### config.mk
export PLATFORM = sky130hd
export DESIGN_NAME = sccp_queue
export DESIGN_NICKNAME = d
export VERILOG_FILES = /design/src/design/sccp_pkg.sv /design/src/design/sccp_queue.sv
export VERILOG_INCLUDE_DIRS = /design/src /design/src/design
export SDC_FILE = /design/constraint.sdc
export NUM_CORES = 1
export LEC_CHECK = 0
export ABC_AREA = 0
export BUFFER_PORTS_ARGS = -buffer_cell sky130_fd_sc_hd__buf_2
export CAP_MARGIN = 20
export CORE_AREA = 8 8 224 226
export DETAILED_ROUTE_END_ITERATION = 12
export DIE_AREA = 0 0 232 234
export PLACE_DENSITY_LB_ADDON = 0.2
export RECOVER_POWER = 25
export SYNTH_ARGS = -nofsm -noshare
export SYNTH_HDL_FRONTEND = slang
export SYNTH_SLANG_ARGS = --single-unit
### constraint.sdc
create_clock -name clk -period 33.8 [get_ports clk]
set_input_delay 1.69 -clock clk [delete_from_list [all_inputs] [get_ports clk]]
set_output_delay 1.69 -clock clk [all_outputs]
set_load 0.05 [all_outputs]
### src/design/segment_clip_convex_planes_macros.svh
// Assertion macros shared by the segment clipper modules.
`ifndef SEGMENT_CLIP_CONVEX_PLANES_MACROS_SVH
`define SEGMENT_CLIP_CONVEX_PLANES_MACROS_SVH

// Checked on every rising edge outside reset.
`define SCCP_ASSERT(lbl, prop, msg) \
  lbl: assert property (@(posedge clk) disable iff (!rst_n) prop) else $error(msg);

// Checked on every rising edge, reset included.
`define SCCP_ASSERT_ALWAYS(lbl, prop, msg) \
  lbl: assert property (@(posedge clk) prop) else $error(msg);

`endif

### src/design/sccp_pkg.sv
// Types, constants and arithmetic helpers of the segment clipper.
package sccp_pkg;

  localparam int WordW = 32;
  localparam int InDataW = 296;
  localparam int OutDataW = 256;
  localparam int DivSteps = 33;

  typedef logic signed [WordW-1:0] word_t;

  typedef struct packed {
    logic clip;
    logic [2:0] plane_slot;
    logic [1:0] coef_slot;
    word_t coef_value;
    logic [3:0][WordW-1:0] pa;
    logic [3:0][WordW-1:0] pb;
  } item_t;

  // Product of two 33-bit signed operands, kept at 65 bits.
  function automatic logic signed [64:0] mul65(logic signed [32:0] x, logic signed [32:0] y);
    logic signed [65:0] p;
    p = x * y;
    return p[64:0];
  endfunction

  // Floor shift by 16 and saturation of an exact dot product sum.
  function automatic word_t sat_dot(logic signed [65:0] acc);
    logic signed [65:0] s;
    s = acc >>> 16;
    if (s > 66'sd2147483647) begin
      return 32'sh7fffffff;
    end else if (s < -66'sd2147483648) begin
      return 32'sh80000000;
    end
    return s[31:0];
  endfunction

endpackage

### src/design/sccp_queue.sv
// Short queue of decoded items between the front and the back part.
module sccp_queue #(
  parameter int DEPTH = 2
) (
  input  logic            clk,
  input  logic            rst_n,
  input  logic            push,
  input  sccp_pkg::item_t push_item,
  output logic            full,
  input  logic            pop,
  output logic            not_empty,
  output sccp_pkg::item_t head_item
);
  import sccp_pkg::*;
  `include "segment_clip_convex_planes_macros.svh"

  localparam int PtrW = (DEPTH > 1) ? $clog2(DEPTH) : 1;
  localparam int CntW = $clog2(DEPTH + 1);

  item_t mem_r [DEPTH];
  logic [PtrW-1:0] wr_ptr_r, rd_ptr_r;
  logic [CntW-1:0] cnt_r;

  assign full      = cnt_r == CntW'(DEPTH);
  assign not_empty = cnt_r != '0;
  assign head_item = mem_r[rd_ptr_r];

  always_ff @(posedge clk) begin
    if (push) begin
      mem_r[wr_ptr_r] <= push_item;
    end
  end

  always_ff @(posedge clk) begin
    if (!rst_n) begin
      wr_ptr_r <= '0;
      rd_ptr_r <= '0;
      cnt_r    <= '0;
    end else begin
      if (push) begin
        wr_ptr_r <= (wr_ptr_r == PtrW'(DEPTH - 1)) ? '0 : wr_ptr_r + 1'b1;
      end
      if (pop) begin
        rd_ptr_r <= (rd_ptr_r == PtrW'(DEPTH - 1)) ? '0 : rd_ptr_r + 1'b1;
      end
      cnt_r <= cnt_r + CntW'(push) - CntW'(pop);
    end
  end

  `SCCP_ASSERT(a_no_overflow, push |-> !full, "push into a full queue")
  `SCCP_ASSERT(a_no_underflow, pop |-> not_empty, "pop from an empty queue")
  `SCCP_ASSERT(a_count_bound, cnt_r <= CntW'(DEPTH), "queue count out of range")

endmodule

==> reports/metrics.yaml <==
status: "completed"
period_minus_slack_ns: 4.99
cts_resized: 0
pre_cts_slack_ns: 28.95
layout_common_cells: "edfxtp_1 (588), buf_2 (547), mux2_4 (260)"
num_rows: 80
setup_slack_ns: 28.81
start_util: 0.481
fin_setup_tns_ns: 0
p_leak_nw: 10.9
ir_drop_v: 0.0000614
grt-ovfl-total: 0
tightest_slew_ns: 1.16
cts_sinks: 593
drt_iter0_drc: 662
postSynthCellCount: 936
final_nets: 1867
die_area_um2: 54300
ant_nets: 0
core_um2: 46800
synth_cell_type_count: 15
clock_tree.buffer_depth: 3
hp-class: "reg -> reg"
syn-cell-area_um2: 22500
antenna_found_initial: 28
worst-endpoint-required_ns: 32.11
grt_max_degree: 176
ys_warn_count: 0
hpwl_mm: 37.3
endpoint_kind: "output pin"
ctsHoldBuffers: 0
grt_use_total: 0.182
vias: 11044
fin_crit_sh: 0.148
final_common_cell: "edfxtp_1"
io_buffers: 593
postCtsSetupRepairBufs: 0
wirelength_mm: 52.5
routedWlPerCell_um: 23.4
finalHoldViolations: 0
ioPinCount: 594
syn_nets: 1236
finalHoldWorstSlack_ns: 0.591
grt_pass1_wl_mm: 73.3
fin_skew_ns: 0.0101
finalSetupViolations: 0
clk_latency_ns: 0.60
max_freq_mhz: 200
drc: 0
clockRootBuffer: "clkbuf_16"
maxSlewViolCount: 0
rsz0062_at_grt: "no"
syn2layout_area_growth_pct: 24.0
vias_per_cell: 4.91
ctsHtreeMaxLevel: 2
path_class: "reg -> out"
drive_gt1_frac: 0.580
powerDensity_nw_per_um2: 65.0
cap_violations: 0
die_h_um: 234
syn_avg_cell_area_um2: 24.1
start_kind: "flop"
grt_pass1_vias: 11373
cts_made_buffers: 59
path_clk_slew_ns: 0.06
ys_seq_area_frac: 0.788
dr.pass1.iters: 5
maxSlewHeadroom: 0.224
arrival_ns: 3.30
ys_ff_latch: 593
critPathMaxFanout: 58
gp_congestion: 0.787
die_w_um: 232
cts_tree: "done"
==> power by group <==
group / total [mW] / leakage [nW] / switching, mW / internal, mW
sequential: 0.864 / 5.56 / 0.0119 / 0.852
clock: 0.649 / 0.953 / 0.261 / 0.388
combinational: 0.305 / 4.41 / 0.208 / 0.0966
==> path summary, 6_finish.rpt <==
| kind | startpoint | end | slack, ns | depth (start not counted) |
|---|---|---|---|---|
| worst max-delay path | flop | head_item[191] | 28.81 | 3 |
| worst min-delay path | rd_ptr_r$_SDFFE_PN0P_ | rd_ptr_r$_SDFFE_PN0P_ | 0.59 | 2 |
| worst max register to register | wr_ptr_r$_SDFFE_PN0P_ | mem_r[0][222]$_DFFE_PP_ | 30.38 | 4 |
| worst min register to register | rd_ptr_r$_SDFFE_PN0P_ | rd_ptr_r$_SDFFE_PN0P_ | 0.59 | 2 |
==> per-layer routing <==
metal,GRT usage,part of all wire,wire (um)
met5,0,0.0032,170
met4,0.0582,0.021,1130
met3,0.0838,0.10,5370
met2,0.311,0.52,27100
met1,0.200,0.36,18800
==> kinds of logic (layout without fill, tap and decap cells) <==
kind of cell / after synthesis / count (layout) / share of synthesized area
other: 0 / 18 / 0
adders and majority gates: 2 / 2 / 0.00111
muxes: 294 / 294 / 0.190
AOI/OAI and AO/OA: 1 / 1 / 0.000333
DFF: 593 / 593 / 0.788
xor gates and xnor gates: 2 / 2 / 0.00139
and+or+nand+nor: 9 / 9 / 0.00250
buffers and inverters: 35 / 713 / 0.0163
==> stage by stage <==
step                      std cells  utilization  cell area (um2)  power [mW]
after floorplan                 936            -            22500        1.13
after global placement         2121        0.556            26000        1.18
after detailed placement       2121        0.556            26000        1.19
after CTS                      2229        0.597            28000        1.84
after global routing           2239        0.596            27900        1.88
final                          2247        0.597            27900        1.82
==> synthesized netlist by cell type <==
master | n | area (um2)
xnor3_1 | 1 | 22.5
ha_1 | 2 | 25.0
edfxtp_1 | 588 | 17700
xor2_1 | 1 | 8.76
inv_1 | 2 | 7.51
and2_1 | 4 | 25.0
buf_6 | 28 | 315
o21a_1 | 1 | 7.51
nor2b_1 | 4 | 25.0
or2_2 | 1 | 6.26
buf_8 | 2 | 30.0
dfxtp_1 | 5 | 100
mux2_2 | 34 | 383
mux2_4 | 260 | 3900
buf_2 | 3 | 15.0
==> worst max-delay path, stage by stage (launching register included) <==
cell     delay (ns)
dfxtp_4        0.98
buf_4          0.93
mux2_4         0.34
buf_2          0.27
==> cell type report <==
| type | count | area [um2] |
|---|---|---|
| fill | 3499 | 18900 |
| sequential | 593 | 17800 |
| timing repair buffer | 603 | 3010 |
| clock buffer | 70 | 1560 |
| clock inverter | 38 | 378 |
| tap | 615 | 769 |
| antenna | 18 | 45.0 |
| multi-input combinational | 308 | 4420 |
| inverter | 2 | 7.51 |
==> state kept, by name, indices dropped and copies added, names as in the netlist, named ones only <==
| signal | flops |
|---|---|
| rd_ptr_r | 1 |
| wr_ptr_r | 1 |
| mem_r | 588 |
| cnt_r | 2 |
Note: power is estimated with default switching activity, not from simulation.
